### config.mk
export PLATFORM = sky130hd
export DESIGN_NAME = actuator_endstop_calibrator_top
export DESIGN_NICKNAME = d
export VERILOG_FILES = /design/src/sv/aec_pkg.sv /design/src/sv/aec_window_store.sv /design/src/sv/aec_stop_tracker.sv /design/src/sv/actuator_endstop_calibrator_top.sv
export SDC_FILE = /design/constraint.sdc
export NUM_CORES = 1
export LEC_CHECK = 0
export BUFFER_PORTS_ARGS = -buffer_cell sky130_fd_sc_hd__buf_4
export CAP_MARGIN = 20
export CORE_MARGIN = 2
export CORE_UTILIZATION = 55
export CTS_CLUSTER_SIZE = 30
export DETAILED_ROUTE_END_ITERATION = 16
export PLACE_DENSITY = 0.78
export SYNTH_ARGS = -nofsm -noshare
export SYNTH_HDL_FRONTEND = slang
export SYNTH_SLANG_ARGS = --single-unit
### constraint.sdc
create_clock -name clk -period 14.9 [get_ports clk]
set_input_delay 2.98 -clock clk [delete_from_list [all_inputs] [get_ports clk]]
set_output_delay 2.98 -clock clk [all_outputs]
set_load 0.005 [all_outputs]
### src/sv/aec_pkg.sv
// Shared types and constants of the actuator end-stop calibrator.
`timescale 1ns / 1ps
`default_nettype none

package aec_pkg;

  localparam int WIN_LEN   = 10;
  localparam int SAMPLE_W  = 10;
  localparam int SPEED_W   = 8;
  localparam int SLOT_W    = (WIN_LEN > 1) ? $clog2(WIN_LEN) : 1;
  localparam int SUM_W     = $clog2(((2 ** SAMPLE_W) - 1) * WIN_LEN + 1);

  // Division of the window sum by WIN_LEN as a multiply by a rounded-up
  // reciprocal; exact for every sum below 2**SUM_W.
  localparam int DIV_SH    = SUM_W + $clog2(WIN_LEN);
  localparam int DIV_MUL   = (2 ** DIV_SH) / WIN_LEN + 1;
  localparam int DIV_MUL_W = DIV_SH + 1;
  localparam int PROD_W    = SUM_W + DIV_MUL_W;

  localparam int CFG_IDX_W  = 2;
  localparam int CFG_DATA_W = 10;

  localparam logic [SPEED_W-1:0]  CLOSING_RST = 8'hC4;  // -60 percent
  localparam logic [SPEED_W-1:0]  OPENING_RST = 8'h28;  // +40 percent
  localparam logic [SAMPLE_W-1:0] THRESH_RST  = 10'd2;

  typedef enum logic [CFG_IDX_W-1:0] {
    REG_CLOSING_SPEED = 2'd0,
    REG_OPENING_SPEED = 2'd1,
    REG_THRESHOLD     = 2'd2
  } cfg_reg_t;

  typedef enum logic [1:0] {
    PH_CLOSING = 2'd0,
    PH_OPENING = 2'd1,
    PH_DONE    = 2'd2
  } phase_t;

  typedef struct packed {
    logic signed [SPEED_W-1:0] closing_speed;
    logic signed [SPEED_W-1:0] opening_speed;
    logic [SAMPLE_W-1:0]       threshold;
  } cfg_t;

  // Write side of the window store.
  typedef struct packed {
    logic                push;
    logic                clear;
    logic [SLOT_W-1:0]   slot;
    logic [SAMPLE_W-1:0] value;
  } win_wr_t;

  // Registered read result of the window store.
  typedef struct packed {
    logic                valid;
    logic [SAMPLE_W-1:0] value;
  } win_rd_t;

endpackage

`default_nettype wire

### src/sv/aec_window_store.sv
// Window ring memory with per-entry valid bits and a registered read port.
`timescale 1ns / 1ps
`default_nettype none

module aec_window_store (
  input  wire logic                          clk,
  input  wire logic                          rst,
  input  wire logic                          rd_en,
  input  wire logic [aec_pkg::SLOT_W-1:0]    rd_slot,
  input  wire aec_pkg::win_wr_t              wr,
  output aec_pkg::win_rd_t                   rd
);

  logic [aec_pkg::SAMPLE_W-1:0] mem [aec_pkg::WIN_LEN];
  logic [aec_pkg::WIN_LEN-1:0]  valid;

  always_ff @(posedge clk) begin
    if (wr.push) begin
      mem[wr.slot] <= wr.value;
    end
  end

  // A clear drops every entry at once; an entry that is not valid reads as zero.
  always_ff @(posedge clk) begin
    if (rst || wr.clear) begin
      valid <= '0;
    end else if (wr.push) begin
      valid[wr.slot] <= 1'b1;
    end
  end

  // The read that happens at the same edge as a clear must see the cleared window.
  always_ff @(posedge clk) begin
    if (rd_en) begin
      rd.value <= mem[rd_slot];
      rd.valid <= valid[rd_slot] && !wr.clear;
    end
  end

endmodule

`default_nettype wire

### src/sv/aec_stop_tracker.sv
// Running sum, average, stability test and seek-phase sequencing.
`timescale 1ns / 1ps
`default_nettype none

module aec_stop_tracker (
  input  wire logic                                clk,
  input  wire logic                                rst,
  input  wire logic                                fire,
  input  wire logic                                restart,
  input  wire logic [aec_pkg::SAMPLE_W-1:0]        sample,
  input  wire logic [aec_pkg::SLOT_W-1:0]          slot,
  input  wire aec_pkg::win_rd_t                    rd,
  input  wire aec_pkg::cfg_t                       cfg,
  output aec_pkg::win_wr_t                         wr,
  output logic signed [aec_pkg::SPEED_W-1:0]       motor_drive,
  output logic [1:0]                               phase_out,
  output logic [aec_pkg::SAMPLE_W-1:0]             closed_position,
  output logic [aec_pkg::SAMPLE_W-1:0]             open_position,
  output logic                                     limit_found
);

  aec_pkg::phase_t              phase, phase_next;
  logic [aec_pkg::SUM_W-1:0]    sum, sum_next, sum_new;
  logic [aec_pkg::SAMPLE_W-1:0] closed_stop, closed_stop_next;
  logic [aec_pkg::SAMPLE_W-1:0] open_stop, open_stop_next;
  logic [aec_pkg::SAMPLE_W-1:0] old_value, avg, diff;
  logic [aec_pkg::PROD_W-1:0]   prod;
  logic                         seeking, stable;

  assign old_value = rd.valid ? rd.value : '0;
  assign sum_new   = sum - aec_pkg::SUM_W'(old_value) + aec_pkg::SUM_W'(sample);
  assign prod      = aec_pkg::PROD_W'(sum_new) * aec_pkg::PROD_W'(aec_pkg::DIV_MUL);
  assign avg       = prod[aec_pkg::DIV_SH +: aec_pkg::SAMPLE_W];
  assign diff      = (sample >= avg) ? (sample - avg) : (avg - sample);
  assign seeking   = !restart && (phase == aec_pkg::PH_CLOSING || phase == aec_pkg::PH_OPENING);
  assign stable    = seeking && (diff < cfg.threshold);

  // Next phase.
  always_comb begin
    phase_next = phase;
    if (restart) begin
      phase_next = aec_pkg::PH_CLOSING;
    end else if (stable) begin
      unique case (phase)
        aec_pkg::PH_CLOSING: phase_next = aec_pkg::PH_OPENING;
        aec_pkg::PH_OPENING: phase_next = aec_pkg::PH_DONE;
        default:             phase_next = phase;
      endcase
    end
  end

  // Datapath updates and results of the current word.
  always_comb begin
    sum_next         = sum;
    closed_stop_next = closed_stop;
    open_stop_next   = open_stop;
    wr.push          = fire && seeking;
    wr.clear         = fire && (restart || stable);
    wr.slot          = slot;
    wr.value         = sample;
    if (restart) begin
      sum_next         = '0;
      closed_stop_next = '0;
      open_stop_next   = '0;
    end else if (stable) begin
      sum_next = '0;
      if (phase == aec_pkg::PH_CLOSING) begin
        closed_stop_next = avg;
      end else begin
        open_stop_next = avg;
      end
    end else if (seeking) begin
      sum_next = sum_new;
    end

    unique case (phase_next)
      aec_pkg::PH_CLOSING: motor_drive = cfg.closing_speed;
      aec_pkg::PH_OPENING: motor_drive = cfg.opening_speed;
      default:             motor_drive = '0;
    endcase
    phase_out       = phase_next;
    closed_position = closed_stop_next;
    open_position   = open_stop_next;
    limit_found     = stable;
  end

  always_ff @(posedge clk) begin
    if (rst) begin
      phase       <= aec_pkg::PH_CLOSING;
      sum         <= '0;
      closed_stop <= '0;
      open_stop   <= '0;
    end else if (fire) begin
      phase       <= phase_next;
      sum         <= sum_next;
      closed_stop <= closed_stop_next;
      open_stop   <= open_stop_next;
    end
  end

  a_clear_zeroes_sum: assert property (@(posedge clk) disable iff (rst)
    wr.clear |=> (sum == '0))
    else $error("window sum not cleared after a window clear");

  a_found_advances: assert property (@(posedge clk) disable iff (rst)
    (fire && stable) |=> (phase != $past(phase)))
    else $error("stop recorded without a phase change");

  a_restart_state: assert property (@(posedge clk) disable iff (rst)
    (fire && restart) |=> (phase == aec_pkg::PH_CLOSING && closed_stop == '0 && open_stop == '0))
    else $error("restart did not return to the closing phase");

endmodule

`default_nettype wire

### src/sv/actuator_endstop_calibrator_top.sv
// Top level of the actuator end-stop calibrator: stream ports, config and pipeline.
`timescale 1ns / 1ps
`default_nettype none

// Pipeline: the edge that accepts a word reads the window memory into the read
// stage, and the edge that evaluates it registers the result on m_axis.
// Throughput: one word per cycle; the only stall is a full output register.
// Reset (rst, synchronous): phase closing, stops and sum zero, every window entry
// invalid at once through its valid bit, speeds -60 and +40, threshold 2.
module actuator_endstop_calibrator_top (
  input  wire logic        clk,
  input  wire logic        rst,
  input  wire logic        s_axis_tvalid,
  output logic             s_axis_tready,
  input  wire logic [15:0] s_axis_tdata,   // [9:0] sample, [15:10] zero
  input  wire logic        s_axis_tuser,   // [0] restart
  output logic             m_axis_tvalid,
  input  wire logic        m_axis_tready,
  output logic [31:0]      m_axis_tdata,   // [7:0] motor_drive, [9:8] phase,
                                           // [19:10] closed_position,
                                           // [29:20] open_position,
                                           // [30] limit_found, [31] zero
  input  wire logic                               cfg_we,
  input  wire logic [aec_pkg::CFG_IDX_W-1:0]      cfg_index,
  input  wire logic [aec_pkg::CFG_DATA_W-1:0]     cfg_data
);

  aec_pkg::cfg_t cfg;

  // Configuration registers; indexes without a register are ignored.
  always_ff @(posedge clk) begin
    if (rst) begin
      cfg.closing_speed <= aec_pkg::CLOSING_RST;
      cfg.opening_speed <= aec_pkg::OPENING_RST;
      cfg.threshold     <= aec_pkg::THRESH_RST;
    end else if (cfg_we) begin
      unique case (cfg_index)
        aec_pkg::REG_CLOSING_SPEED: cfg.closing_speed <= cfg_data[aec_pkg::SPEED_W-1:0];
        aec_pkg::REG_OPENING_SPEED: cfg.opening_speed <= cfg_data[aec_pkg::SPEED_W-1:0];
        aec_pkg::REG_THRESHOLD:     cfg.threshold     <= cfg_data[aec_pkg::SAMPLE_W-1:0];
        default:                    cfg.threshold     <= cfg.threshold;
      endcase
    end
  end

  // The ring slot advances on every accepted word. After a clear every entry
  // reads as zero, so the ring may restart from any slot; this keeps the read
  // address independent of the word still being evaluated.
  logic [aec_pkg::SLOT_W-1:0]   slot;
  logic                         in_fire, eval_fire;
  logic                         a_valid, a_restart;
  logic [aec_pkg::SAMPLE_W-1:0] a_sample;
  logic [aec_pkg::SLOT_W-1:0]   a_slot;

  assign eval_fire     = a_valid && (!m_axis_tvalid || m_axis_tready);
  assign s_axis_tready = !a_valid || eval_fire;
  assign in_fire       = s_axis_tvalid && s_axis_tready;

  always_ff @(posedge clk) begin
    if (rst) begin
      slot <= '0;
    end else if (in_fire) begin
      slot <= (slot == aec_pkg::SLOT_W'(aec_pkg::WIN_LEN - 1)) ? '0 : slot + 1'b1;
    end
  end

  // Read stage: holds the word while the memory delivers the entry it replaces.
  always_ff @(posedge clk) begin
    if (rst) begin
      a_valid <= 1'b0;
    end else if (in_fire) begin
      a_valid <= 1'b1;
    end else if (eval_fire) begin
      a_valid <= 1'b0;
    end
  end

  always_ff @(posedge clk) begin
    if (in_fire) begin
      a_restart <= s_axis_tuser;
      a_sample  <= s_axis_tdata[aec_pkg::SAMPLE_W-1:0];
      a_slot    <= slot;
    end
  end

  aec_pkg::win_wr_t win_wr;
  aec_pkg::win_rd_t win_rd;

  aec_window_store u_store (
    .clk     (clk),
    .rst     (rst),
    .rd_en   (in_fire),
    .rd_slot (slot),
    .wr      (win_wr),
    .rd      (win_rd)
  );

  logic signed [aec_pkg::SPEED_W-1:0] res_drive;
  logic [1:0]                         res_phase;
  logic [aec_pkg::SAMPLE_W-1:0]       res_closed, res_open;
  logic                               res_found;

  aec_stop_tracker u_tracker (
    .clk             (clk),
    .rst             (rst),
    .fire            (eval_fire),
    .restart         (a_restart),
    .sample          (a_sample),
    .slot            (a_slot),
    .rd              (win_rd),
    .cfg             (cfg),
    .wr              (win_wr),
    .motor_drive     (res_drive),
    .phase_out       (res_phase),
    .closed_position (res_closed),
    .open_position   (res_open),
    .limit_found     (res_found)
  );

  // Output register: the result word waits here while the next word is read.
  always_ff @(posedge clk) begin
    if (rst) begin
      m_axis_tvalid <= 1'b0;
    end else if (eval_fire) begin
      m_axis_tvalid <= 1'b1;
    end else if (m_axis_tready) begin
      m_axis_tvalid <= 1'b0;
    end
  end

  always_ff @(posedge clk) begin
    if (eval_fire) begin
      m_axis_tdata <= {1'b0, res_found, res_open, res_closed, res_phase, res_drive};
    end
  end

  a_stall_blocks_input: assert property (@(posedge clk) disable iff (rst)
    (a_valid && m_axis_tvalid && !m_axis_tready) |-> !s_axis_tready)
    else $error("input accepted while the pipeline is stalled");

  a_found_has_phase: assert property (@(posedge clk) disable iff (rst)
    (m_axis_tvalid && m_axis_tdata[30])
      |-> (m_axis_tdata[9:8] == aec_pkg::PH_OPENING || m_axis_tdata[9:8] == aec_pkg::PH_DONE))
    else $error("stop reported while still closing");

  a_done_no_drive: assert property (@(posedge clk) disable iff (rst)
    (m_axis_tvalid && m_axis_tdata[9:8] == aec_pkg::PH_DONE) |-> (m_axis_tdata[7:0] == '0))
    else $error("motor driven after calibration finished");

endmodule

`default_nettype wire
# Word-level counts from Yosys, hierarchy flattened

Memory sizes are Yosys's and may differ from the RTL's. A register that Yosys moved wholly into a read port is not among the register bits.
Index checks and enable logic that the tools add are counted.

Register bits after elaboration: 125
RAM bits: 100
Input port bits: 34
Output and inout bits: 34
Word-level logic and storage cells: 87
Memories: 1

Memories:

| name        | words | bits a word | read ports | clocked after memory_dff | wr ports | line                   | RTL |
|---|---|---|---|---|---|---|---|
| u_store.mem | 10    | 10          | 1          | 1                        | 1        | aec_window_store.sv:14 | `logic [aec_pkg::SAMPLE_W-1:0] mem [aec_pkg::WIN_LEN];` |

Add/subtract/negate cells: 5
Multipliers: 1
Magnitude comparators: 5
Equal/unequal tests: 5
Muxes and demuxes: 26
Bitwise logic cells: 1
Reduce and logical (&&, ||, !) cells: 27

Operators with widths:

| cell                   | count |
|---|---|
| $mux 10                | 8 |
| $mux 14                | 3 |
| $mul 14x15->28 const B | 1 |
| $sub 10x10->10         | 2 |
| $pmux 8 s2             | 1 |
| $add 14x10->14         | 1 |
| $sub 14x10->14         | 1 |
| $ge 10x10->1           | 1 |
| $lt 10x10->1           | 1 |
| $lt 4x5->1 const B     | 2 |
| $or 10x10->10          | 1 |
| $logic_and 1x1->1      | 8 |
| $mux 1                 | 8 |
| $reduce_and 2->1       | 4 |
| $eq 2x1->1 const B     | 3 |
| $logic_not 2->1        | 3 |
| $logic_or 1x1->1       | 5 |
| $add 4x1->4 const B    | 1 |
| $bmux 1 s4             | 1 |
| $demux 1 s4            | 1 |
| $eq 4x4->1 const B     | 1 |
| $ge 4x1->1 const B     | 1 |
| $logic_not 1->1        | 4 |
| $mux 2                 | 2 |
| 5 further kinds        | 6 |

# Logic depth before layout (Yosys ltp)

Gate-level depths: netlist of run 1.

Depth in word-level cells: 12
Gate-level depth with buffers: 52

# By module

Synthesis of run 1 repeated with hierarchy kept, for this count alone.

Cells, all modules: 1316
Area, all modules: 14804.2 um^2

By module, submodules not included:

| module                          | times used | cells an instance | area each (um^2) | sequential area each (um^2) |
|---|---|---|---|---|
| aec_stop_tracker                | 1          | 914               | 7561.0           | 720.7 |
| aec_window_store                | 1          | 233               | 4631.9           | 3533.4 |
| actuator_endstop_calibrator_top | 1          | 169               | 2611.3           | 2021.9 |

# Worst setup path before layout of run 1

Ideal clock, no wire load.

Path type: register to register
Start: register a_sample[1] (netlist name)
End: register m_axis_tdata[0] (data pin)
Arrival time: 10.877 ns
Path slack: 3.767 ns
Stages on the path, launching flop included: 45
Period minus slack after synthesis: 11.133 ns
Cells stage by stage: edfxtp_1 -> inv_1 -> fa_1 -> fa_1 -> nor2b_1 -> o21ai_1 -> a21boi_1 -> o211ai_1 -> and2_1 -> o311ai_1 -> inv_1 -> fa_1 -> inv_1 -> fa_1 -> fa_1 -> fa_1 -> inv_1 -> fa_1 -> [9 not listed] -> o311ai_2 -> ha_1 -> clkbuf_1 -> a21o_1 -> o2111ai_1 -> a21oi_2 -> mux2_2 -> a31oi_1 -> xnor2_1 -> ha_1 -> o21ai_0 -> o21a_1 -> o31a_2 -> o211ai_2 -> nor2_2 -> or3_1 -> a21oi_4 -> a22o_1

Word-level cells in the longest chain between the ends: 10

Ends and longest elaborated chain:

| what                                           | line                                   | RTL |
|---|---|---|
| start: declaration                             | actuator_endstop_calibrator_top.sv:52  | `logic [aec_pkg::SAMPLE_W-1:0] a_sample;` |
| start signal: assignment                       | actuator_endstop_calibrator_top.sv:81  | `a_sample <= s_axis_tdata[aec_pkg::SAMPLE_W-1:0];` |
| $add 14x10->14                                 | aec_stop_tracker.sv:31                 | `assign sum_new = sum - aec_pkg::SUM_W'(old_value) + aec_pkg::SUM_W'(sample);` |
| $mul 14x15->28                                 | aec_stop_tracker.sv:32                 | `assign prod = aec_pkg::PROD_W'(sum_new) * aec_pkg::PROD_W'(aec_pkg::DIV_MUL);` |
| $sub 10x10->10 or $ge 10x10->1 (tied branches) | aec_stop_tracker.sv:34                 | `assign diff = (sample >= avg) ? (sample - avg) : (avg - sample);` |
| $mux 10 *                                      | aec_stop_tracker.sv:34                 |  |
| $lt 10x10->1 *                                 | aec_stop_tracker.sv:36                 | `assign stable = seeking && (diff < cfg.threshold);` |
| $logic_and 1x1->1 *                            | aec_stop_tracker.sv:36                 |  |
| $mux 2 *                                       | aec_stop_tracker.sv:43                 | `end else if (stable) begin` |
| $mux 2 *                                       | aec_stop_tracker.sv:41                 | `if (restart) begin` |
| $eq 2x1->1 or $logic_not 2->1 (tied branches)  | aec_stop_tracker.sv:76                 | `unique case (phase_next)` |
| $pmux 8 s2 *                                   | aec_stop_tracker.sv:76                 |  |
| named net res_drive, one bit                   | actuator_endstop_calibrator_top.sv:98  | `logic signed [aec_pkg::SPEED_W-1:0] res_drive;` |
| end signal: assignment                         | actuator_endstop_calibrator_top.sv:133 | `m_axis_tdata <= {1'b0, res_found, res_open, res_closed, res_phase, res_drive};` |
| end: declaration                               | actuator_endstop_calibrator_top.sv:19  | `output logic [31:0] m_axis_tdata,` |

Mark *: on every way through the listed nets, which the timed path passes. The rest lies on a longest branch.
A chain may end at the register's enable or synchronous reset.

# Worst setup path in the final report of run 1

Start: register a_sample[1] (netlist name)
End: register u_store.valid[1] (netlist name)

Word-level cells in the longest chain between the ends: 9

Ends and longest elaborated chain:

| what                                           | line                   | RTL |
|---|---|---|
| $add 14x10->14                                 | aec_stop_tracker.sv:31 |  |
| $mul 14x15->28                                 | aec_stop_tracker.sv:32 |  |
| $sub 10x10->10 or $ge 10x10->1 (tied branches) | aec_stop_tracker.sv:34 |  |
| $mux 10 *                                      | aec_stop_tracker.sv:34 |  |
| $lt 10x10->1 *                                 | aec_stop_tracker.sv:36 |  |
| $logic_and 1x1->1 *                            | aec_stop_tracker.sv:36 |  |
| $logic_or 1x1->1 *                             | aec_stop_tracker.sv:58 | `wr.clear = fire && (restart \|\| stable);` |
| $logic_and 1x1->1 *                            | aec_stop_tracker.sv:58 |  |
| $logic_or 1x1->1 *                             | aec_window_store.sv:25 | `if (rst \|\| wr.clear) begin` |
| end signal: assignment                         | aec_window_store.sv:26 | `valid <= '0;` |
| end signal: indexed assignment                 | aec_window_store.sv:28 | `valid[wr.slot] <= 1'b1;` |
| end: declaration                               | aec_window_store.sv:15 | `logic [aec_pkg::WIN_LEN-1:0] valid;` |

Every way passes the cells marked *; elsewhere a longest branch is shown, timed or not.

==> flow_summary.html, run 1 <==
<table>
<tr><th>Metric</th><th>Value</th></tr>
<tr><th colspan="2">Detailed routing</th></tr>
<tr><td>Post-route DRC</td><td>0</td></tr>
<tr><td>Vias per cell</td><td>5.72</td></tr>
<tr><td>Post-DRT Antenna Nets</td><td>0</td></tr>
<tr><td>First-pass iteration count of the detailed router</td><td>8</td></tr>
<tr><td>Starting DRC count in detailed routing</td><td>838</td></tr>
<tr><td>Aggregate routed wire length</td><td>30,900 um</td></tr>
<tr><td>Via count</td><td>9,695</td></tr>
<tr><td>Average wire per cell in the routed design</td><td>18.2 um</td></tr>
<tr><th colspan="2">STA</th></tr>
<tr><td>Pins over their slew limit</td><td>0</td></tr>
<tr><td>Final count of negative-setup-slack endpoints</td><td>0</td></tr>
<tr><td>Setup repair after global routing missed its margin</td><td>no</td></tr>
<tr><td>Worst path setup slack after routing</td><td>1.48 ns</td></tr>
<tr><td>Tcrit/Tclk final</td><td>0.901</td></tr>
<tr><td>Worst Tran Pin Value</td><td>1.02 ns</td></tr>
<tr><td>Clock skew after layout</td><td>0.0196 ns</td></tr>
<tr><td>Max transition margin</td><td>0.319</td></tr>
<tr><td>Shortest period the worst path allows</td><td>13.42 ns</td></tr>
<tr><td>Hold Violations, Final</td><td>0</td></tr>
<tr><td>Highest clock frequency the design can meet</td><td>74.5 MHz</td></tr>
<tr><td>Total negative slack</td><td>0 ns</td></tr>
<tr><th colspan="2">Logic synthesis</th></tr>
<tr><td>Fraction of post-synthesis cell area in the top cell type by area</td><td>0.322</td></tr>
<tr><td>Warnings from Yosys</td><td>0</td></tr>
<tr><td>Number of storage elements in the synthesis netlist</td><td>235</td></tr>
<tr><td>Share of async-settable or async-resettable flops after synthesis</td><td>0</td></tr>
<tr><td>Fraction of the yosys area taken by sequential cells</td><td>0.429</td></tr>
<tr><td>Cell count after synthesis</td><td>1,282</td></tr>
<tr><td>Mean instance size in the synthesized netlist</td><td>11.4 um^2</td></tr>
<tr><td>Number of nets in the synthesized netlist</td><td>1,533</td></tr>
<tr><td>Ranking of synthesized cells by area</td><td>sky130_fd_sc_hd__edfxtp_1 (32%), sky130_fd_sc_hd__ha_1 (12%), sky130_fd_sc_hd__dfxtp_1 (11%), sky130_fd_sc_hd__fa_1 (10%), sky130_fd_sc_hd__inv_1 (5.0%)</td></tr>
<tr><td>Synth top cells by count</td><td>sky130_fd_sc_hd__inv_1 (194), sky130_fd_sc_hd__edfxtp_1 (157), sky130_fd_sc_hd__ha_1 (144), sky130_fd_sc_hd__dfxtp_1 (78)</td></tr>
<tr><td>Yosys top cell by area</td><td>sky130_fd_sc_hd__edfxtp_1</td></tr>
<tr><td>Cell with the most instances after synthesis</td><td>sky130_fd_sc_hd__inv_1</td></tr>
<tr><td>Post-synthesis instance area</td><td>0.0146 mm^2</td></tr>
<tr><td>Number of distinct library cells after synthesis</td><td>82</td></tr>
<tr><td>Post-synth EDFFs</td><td>157</td></tr>
<tr><td>Most common flop cell mapped by yosys</td><td>sky130_fd_sc_hd__edfxtp_1</td></tr>
<tr><th colspan="2">Worst setup path</th></tr>
<tr><td>Startpoint-to-endpoint class of the critical path</td><td>flip-flop to flip-flop</td></tr>
<tr><td>Slowest stage delay, CP</td><td>0.70 ns</td></tr>
<tr><td>Slowest CP cell</td><td>sky130_fd_sc_hd__edfxtp_1</td></tr>
<tr><td>Dominant cell type by count on the critical path</td><td>sky130_fd_sc_hd__fa_1</td></tr>
<tr><td>R2r setup slk</td><td>1.48 ns</td></tr>
<tr><td>Crit. End Element</td><td>flip-flop</td></tr>
<tr><td>Data arrival time of the critical path</td><td>13.85 ns</td></tr>
<tr><td>Crit Path Max Fanout</td><td>15</td></tr>
<tr><td>CP startpoint kind</td><td>flip-flop</td></tr>
<tr><td>R2R Path End</td><td>u_store.valid[1]</td></tr>
<tr><td>Worst Setup EP</td><td>u_store.valid[1]</td></tr>
<tr><td>Critical path startpoint</td><td>a_sample[1]</td></tr>
<tr><td>Depth of the worst register-to-register path</td><td>44</td></tr>
<tr><td>Worst flop-to-flop path startpoint</td><td>a_sample[1]</td></tr>
<tr><td>Required arrival time at the worst endpoint</td><td>15.33 ns</td></tr>
<tr><th colspan="2">Global routing</th></tr>
<tr><td>Number of antenna violations at the first check in global routing</td><td>0</td></tr>
<tr><td>Via count of the first global-routing pass</td><td>9,795</td></tr>
<tr><td>Overall global routing resource usage</td><td>0.226</td></tr>
<tr><td>Global route overflow</td><td>0</td></tr>
<tr><td>First-pass GRT wire length</td><td>50,800 um</td></tr>
<tr><td>Largest net degree at the start of global routing</td><td>58</td></tr>
<tr><th colspan="2">Min path</th></tr>
<tr><td>Tightest Hold Check Type</td><td>flip-flop to flip-flop</td></tr>
<tr><th colspan="2">Floorplanning</th></tr>
<tr><td>Placeable core region</td><td>0.0261 mm^2</td></tr>
<tr><td>Die area</td><td>0.0279 mm^2</td></tr>
<tr><td>Number of top-level pins</td><td>68</td></tr>
<tr><td>Starting utilization of the core area</td><td>0.561</td></tr>
<tr><td>Count of standard-cell rows</td><td>59</td></tr>
<tr><td>Chip height</td><td>167 um</td></tr>
<tr><td>Horizontal die dimension</td><td>167 um</td></tr>
<tr><th colspan="2">Clocking</th></tr>
<tr><td>CTS hold repair buffers</td><td>0</td></tr>
<tr><td>Clock latency at the later pin of the worst-skew pair</td><td>0.54 ns</td></tr>
<tr><td>TritonCTS buffer count</td><td>24</td></tr>
<tr><td>Post-CTS setup buffer count</td><td>0</td></tr>
<tr><td>Resize count post-CTS</td><td>0</td></tr>
<tr><td>Clock tree sinks</td><td>235</td></tr>
<tr><td>Clock slew at reported path FFs</td><td>0.06 ns</td></tr>
<tr><td>TritonCTS clock tree</td><td>yes</td></tr>
<tr><td>H-tree depth</td><td>1</td></tr>
<tr><td>Cell chosen for the clock root</td><td>sky130_fd_sc_hd__clkbuf_16</td></tr>
<tr><td>Maximum number of buffers from clock root to sink</td><td>3</td></tr>
<tr><th colspan="2">Place</th></tr>
<tr><td>Placed inst area</td><td>0.0154 mm^2</td></tr>
<tr><td>Final weighted congestion in routability-driven placement</td><td>0.868</td></tr>
<tr><td>Number of buffers inserted by port buffering</td><td>60</td></tr>
<tr><td>Detail Placement HPWL</td><td>22,900 um</td></tr>
<tr><td>Setup Slack @ Placement</td><td>1.68 ns</td></tr>
<tr><th colspan="2">Final layout</th></tr>
<tr><td>Final Net Count</td><td>1,593</td></tr>
<tr><td>Fill cell count</td><td>2,020</td></tr>
<tr><td>Post-route design area</td><td>0.0162 mm^2</td></tr>
<tr><td>Fraction of final layout cells sized beyond drive strength 1</td><td>0.131</td></tr>
<tr><td>Ant. Diodes</td><td>0</td></tr>
<tr><td>Area Overhead vs Synth</td><td>10.9%</td></tr>
<tr><td>Final design utilization</td><td>0.622</td></tr>
<tr><th colspan="2">Run status</th></tr>
<tr><td>Status</td><td>finished clean</td></tr>
<tr><th colspan="2">Flow run</th></tr>
<tr><td>Number of maximum-capacitance constraint violations</td><td>0</td></tr>
</table>
[registers in the layout, summed over array words and instances (netlist names)]
name and cells:
m_axis_tvalid 1, slot 4, u_tracker.open_stop 10, m_axis_tdata 31, a_sample 10, cfg 26
u_store.mem 100, u_store.rd 11, u_tracker.phase 2, u_tracker.closed_stop 10, u_store.valid 10, a_valid 1
a_slot 4, a_restart 1, u_tracker.sum 14
[cells by family (layout without fill, tap and decap cells)]
| logic type | after synthesis | after routing | share of synthesized area |
|---|---|---|---|
| XOR/XNOR | 33 | 33 | 0.0228 |
| other | 1 | 1 | 0.000256 |
| adder cells (fa/ha/maj) | 217 | 217 | 0.223 |
| flip-flops | 235 | 235 | 0.429 |
| AO/OA/AOI/OAI | 232 | 232 | 0.111 |
| multiplexers | 64 | 64 | 0.0627 |
| buffers and inverters | 243 | 321 | 0.0635 |
| AND/OR/NAND/NOR | 257 | 257 | 0.0874 |
[stage by stage]
| stage | cells | hold slack [ns] |
|---|---|---|
| global placement | 1646 | 0.436 |
| finish | 1695 | 0.453 |
| detailed placement | 1647 | 0.444 |
| floorplan | 1282 | 0.403 |
| global route | 1695 | 0.467 |
| CTS | 1691 | 0.452 |
[routing by layer]
| layer | GRT usage | wire [um] |
|---|---|---|
| met4 | 0.0562 | 737 |
| met3 | 0.0240 | 1490 |
| met2 | 0.388 | 15300 |
| met1 | 0.309 | 13300 |
| met5 | 0 | 0 |
[cell type report]
type / count / area [um^2] / area share
multi-input cells: 804 / 7430 / 0.458
clock inverters: 9 / 78.8 / 0.00486
repair buffers: 74 / 567 / 0.0349
flip-flops and latches: 235 / 6280 / 0.387
well taps: 335 / 419 / 0.0258
inverters: 203 / 762 / 0.0470
clock buffers: 35 / 682 / 0.0420
[worst min path at each step]
stage | cells past startpoint | start | endpoint
floorplan | 0 | slot[0] | a_slot[0]
global placement | 2 | u_tracker.open_stop[7] | u_tracker.open_stop[7]
detailed placement | 2 | u_tracker.open_stop[0] | u_tracker.open_stop[0]
CTS | 2 | u_tracker.open_stop[0] | u_tracker.open_stop[0]
global route | 2 | u_tracker.open_stop[0] | u_tracker.open_stop[0]
finish | 2 | u_tracker.closed_stop[2] | u_tracker.closed_stop[2]
[placed cells by master, fill, tap and decap left out, types with 28 or more instances in the layout]
cell type and n:
sky130_fd_sc_hd__inv_1 194, sky130_fd_sc_hd__edfxtp_1 157, sky130_fd_sc_hd__ha_1 144, sky130_fd_sc_hd__dfxtp_1 77
sky130_fd_sc_hd__nor2_1 73, sky130_fd_sc_hd__fa_1 73, sky130_fd_sc_hd__buf_4 71, sky130_fd_sc_hd__nand2_1 60
sky130_fd_sc_hd__a21oi_1 56, sky130_fd_sc_hd__mux2i_1 41, sky130_fd_sc_hd__o21ai_1 35, sky130_fd_sc_hd__nor2b_1 28
[worst max-delay path, delay by kind of cell (launching register included)]
family | cells | cell delay [ns]
simple gates | 4 | 1.27
buf+inv | 6 | 0.70
compound gates | 20 | 4.64
fa+ha+maj | 11 | 5.15
xor+xnor | 2 | 0.43
mux | 1 | 0.40
flops | 1 | 0.70
Power of run 1 is left out: the tool's default activity adds up to more than one toggle a clock period on the data nets, which glitch-free logic cannot reach.
==> run 2: changes to the inputs <==
Settings changed: CORE_MARGIN 2 to default, CTS_BUF_LIST from default to sky130_fd_sc_hd__clkbuf_16.
==> run 2 against run 1 <==
Setup slack gained 0.12 ns. Sequential share of layout area is essentially flat. Via count shrank 0.15%. Final cell count is the same. Global-route usage grew 0.95 points. Non-clock buffer count is the same. Critical path depth is the same. Fmax grew 0.93%. Routed wire length grew 1.5%. Clock skew shrank 0.0078 ns.
==> flow_summary.html, run 2 (synthesized netlist as in run 1, its figures left out) <==
<table>
<tr><th>Metric</th><th>Value</th></tr>
<tr><th colspan="2">Final layout</th></tr>
<tr><td>Combined flip-flop and latch cell area</td><td>0.00628 mm^2</td></tr>
<tr><td>Final Net Count</td><td>1,593</td></tr>
<tr><td>Fill cell count</td><td>2,054</td></tr>
<tr><td>Number of flip-flops in the largest register</td><td>100</td></tr>
<tr><td>Fraction of final layout cells sized beyond drive strength 1</td><td>0.132</td></tr>
<tr><td>Largest registers in the final layout</td><td>u_store.mem x100, m_axis_tdata x31, cfg x26</td></tr>
<tr><td>Area taken by multi-input logic gates</td><td>0.00743 mm^2</td></tr>
<tr><td>Leading cell types in the layout, fill and taps excluded</td><td>sky130_fd_sc_hd__inv_1 (201), sky130_fd_sc_hd__edfxtp_1 (157), sky130_fd_sc_hd__ha_1 (144)</td></tr>
<tr><td>Ant. Diodes</td><td>0</td></tr>
<tr><td>Area Overhead vs Synth</td><td>10.9%</td></tr>
<tr><td>Reg with most FFs</td><td>u_store.mem</td></tr>
<tr><td>Most common cell after layout, fill and taps aside</td><td>sky130_fd_sc_hd__inv_1</td></tr>
<tr><th colspan="2">Clocking</th></tr>
<tr><td>Resize count post-CTS</td><td>0</td></tr>
<tr><td>Clock tree sinks</td><td>235</td></tr>
<tr><td>Cell chosen for the clock root</td><td>sky130_fd_sc_hd__clkbuf_16</td></tr>
<tr><td>Post-CTS setup buffer count</td><td>0</td></tr>
<tr><td>TritonCTS clock tree</td><td>yes</td></tr>
<tr><td>Maximum number of buffers from clock root to sink</td><td>3</td></tr>
<tr><td>CTS hold repair buffers</td><td>0</td></tr>
<tr><td>H-tree depth</td><td>1</td></tr>
<tr><td>Clock slew at reported path FFs</td><td>0.06 ns</td></tr>
<tr><td>TritonCTS buffer count</td><td>24</td></tr>
<tr><td>Clock latency at the later pin of the worst-skew pair</td><td>0.53 ns</td></tr>
<tr><th colspan="2">STA</th></tr>
<tr><td>Pins over their slew limit</td><td>0</td></tr>
<tr><td>Tcrit/Tclk final</td><td>0.893</td></tr>
<tr><td>Clock skew after layout</td><td>0.0118 ns</td></tr>
<tr><td>Highest clock frequency the design can meet</td><td>75.2 MHz</td></tr>
<tr><td>Final count of negative-setup-slack endpoints</td><td>0</td></tr>
<tr><td>Hold Violations, Final</td><td>0</td></tr>
<tr><td>Total negative slack</td><td>0 ns</td></tr>
<tr><td>Worst Tran Pin Value</td><td>1.01 ns</td></tr>
<tr><td>Max transition margin</td><td>0.327</td></tr>
<tr><td>Setup repair after global routing missed its margin</td><td>no</td></tr>
<tr><td>Shortest period the worst path allows</td><td>13.30 ns</td></tr>
<tr><th colspan="2">Worst setup path</th></tr>
<tr><td>Slowest CP cell</td><td>sky130_fd_sc_hd__edfxtp_1</td></tr>
<tr><td>Required arrival time at the worst endpoint</td><td>15.32 ns</td></tr>
<tr><td>Crit Path Max Fanout</td><td>15</td></tr>
<tr><td>Critical path startpoint</td><td>a_sample[1]</td></tr>
<tr><td>Worst flop-to-flop path startpoint</td><td>a_sample[1]</td></tr>
<tr><td>Data arrival time of the critical path</td><td>13.72 ns</td></tr>
<tr><td>CP startpoint kind</td><td>flip-flop</td></tr>
<tr><td>Slowest stage delay, CP</td><td>0.68 ns</td></tr>
<tr><td>Dominant cell type by count on the critical path</td><td>sky130_fd_sc_hd__fa_1</td></tr>
<tr><td>Crit. End Element</td><td>flip-flop</td></tr>
<tr><td>R2r setup slk</td><td>1.60 ns</td></tr>
<tr><td>Startpoint-to-endpoint class of the critical path</td><td>flip-flop to flip-flop</td></tr>
<tr><th colspan="2">Global routing</th></tr>
<tr><td>Via count of the first global-routing pass</td><td>9,766</td></tr>
<tr><td>Number of antenna violations at the first check in global routing</td><td>0</td></tr>
<tr><td>Largest net degree at the start of global routing</td><td>58</td></tr>
<tr><td>Global route overflow</td><td>0</td></tr>
<tr><td>First-pass GRT wire length</td><td>49,500 um</td></tr>
<tr><td>Overall global routing resource usage</td><td>0.236</td></tr>
<tr><th colspan="2">Detailed routing</th></tr>
<tr><td>Post-route DRC</td><td>0</td></tr>
<tr><td>Average wire per cell in the routed design</td><td>18.5 um</td></tr>
<tr><td>Vias per cell</td><td>5.71</td></tr>
<tr><td>First-pass iteration count of the detailed router</td><td>5</td></tr>
<tr><td>Post-DRT Antenna Nets</td><td>0</td></tr>
<tr><td>Via count</td><td>9,680</td></tr>
<tr><td>Starting DRC count in detailed routing</td><td>751</td></tr>
<tr><td>Aggregate routed wire length</td><td>31,400 um</td></tr>
<tr><th colspan="2">Place</th></tr>
<tr><td>Final weighted congestion in routability-driven placement</td><td>0.892</td></tr>
<tr><td>Detail Placement HPWL</td><td>23,200 um</td></tr>
<tr><td>Number of buffers inserted by port buffering</td><td>60</td></tr>
<tr><th colspan="2">Floorplanning</th></tr>
<tr><td>Number of top-level pins</td><td>68</td></tr>
<tr><td>Starting utilization of the core area</td><td>0.561</td></tr>
<tr><td>Count of standard-cell rows</td><td>59</td></tr>
<tr><td>Chip height</td><td>165 um</td></tr>
<tr><td>Horizontal die dimension</td><td>165 um</td></tr>
<tr><td>Die area</td><td>0.0272 mm^2</td></tr>
<tr><td>Placeable core region</td><td>0.0261 mm^2</td></tr>
<tr><th colspan="2">Min path</th></tr>
<tr><td>Tightest Hold Check Type</td><td>flip-flop to flip-flop</td></tr>
<tr><td>Hold Crit Start</td><td>u_tracker.closed_stop[3]</td></tr>
<tr><th colspan="2">Run status</th></tr>
<tr><td>Status</td><td>finished clean</td></tr>
<tr><th colspan="2">Flow run</th></tr>
<tr><td>Number of maximum-capacitance constraint violations</td><td>0</td></tr>
</table>
run 2: changes by cell type in the layout (fill, tap and decap cells not counted), moves of 2 or more:
| cell | delta |
|---|---|
| sky130_fd_sc_hd__inv_2 | +3 |
| sky130_fd_sc_hd__clkbuf_1 | -7 |
| sky130_fd_sc_hd__inv_6 | +3 |
| sky130_fd_sc_hd__clkinv_4 | -2 |
| sky130_fd_sc_hd__clkbuf_8 | -4 |
| sky130_fd_sc_hd__inv_1 | +7 |
run 2: worst max-delay path, delay by kind of cell (launching register included):
kind / cells / cell delay, ns
DFF: 1 / 0.68
adders and majority gates: 11 / 5.12
AOI/OAI and AO/OA: 20 / 4.65
buffers and inverters: 6 / 0.64
muxes: 1 / 0.39
and+or+nand+nor: 4 / 1.25
xor gates and xnor gates: 2 / 0.42
run 2: path summary, 6_finish.rpt:
kind	end	depth (start not counted)
worst max-delay path	u_store.valid[4]	44
worst min-delay path	u_tracker.closed_stop[3]	2
worst max register to register	u_store.valid[4]	44
worst min register to register	u_tracker.closed_stop[3]	2
run 2: final cells by class:
cell class	instances	area share
multi-input cells	804	0.458
flip-flops and latches	235	0.387
inverters	203	0.0470
clock buffers	24	0.0370
repair buffers	74	0.0350
well taps	335	0.0259
clock inverters	20	0.00957
run 2: per-stage QoR:
stage	std cells	cell area [um^2]	utilization	hold WS (ns)	setup slack, ns
floorplan	1282	14600	-	0.403	3.77
global placement	1645	15400	0.591	0.436	1.98
detailed placement	1645	15400	0.591	0.444	1.65
CTS	1689	16200	0.620	0.452	1.63
global route	1695	16200	0.622	0.463	0.710
finish	1695	16200	0.622	0.452	1.60
run 2: routing by layer:
| metal | track usage | share of wire | wire length [um] | up-vias |
|---|---|---|---|---|
| met5 | 0 | 0 | 0 | - |
| met4 | 0.0580 | 0.023 | 713 | 0 |
| met2 | 0.425 | 0.51 | 15900 | 279 |
| li1 | - | - | - | 4576 |
| met3 | 0.0247 | 0.050 | 1550 | 57 |
| met1 | 0.302 | 0.42 | 13200 | 4768 |
Power of run 2 is left out for the same reason.
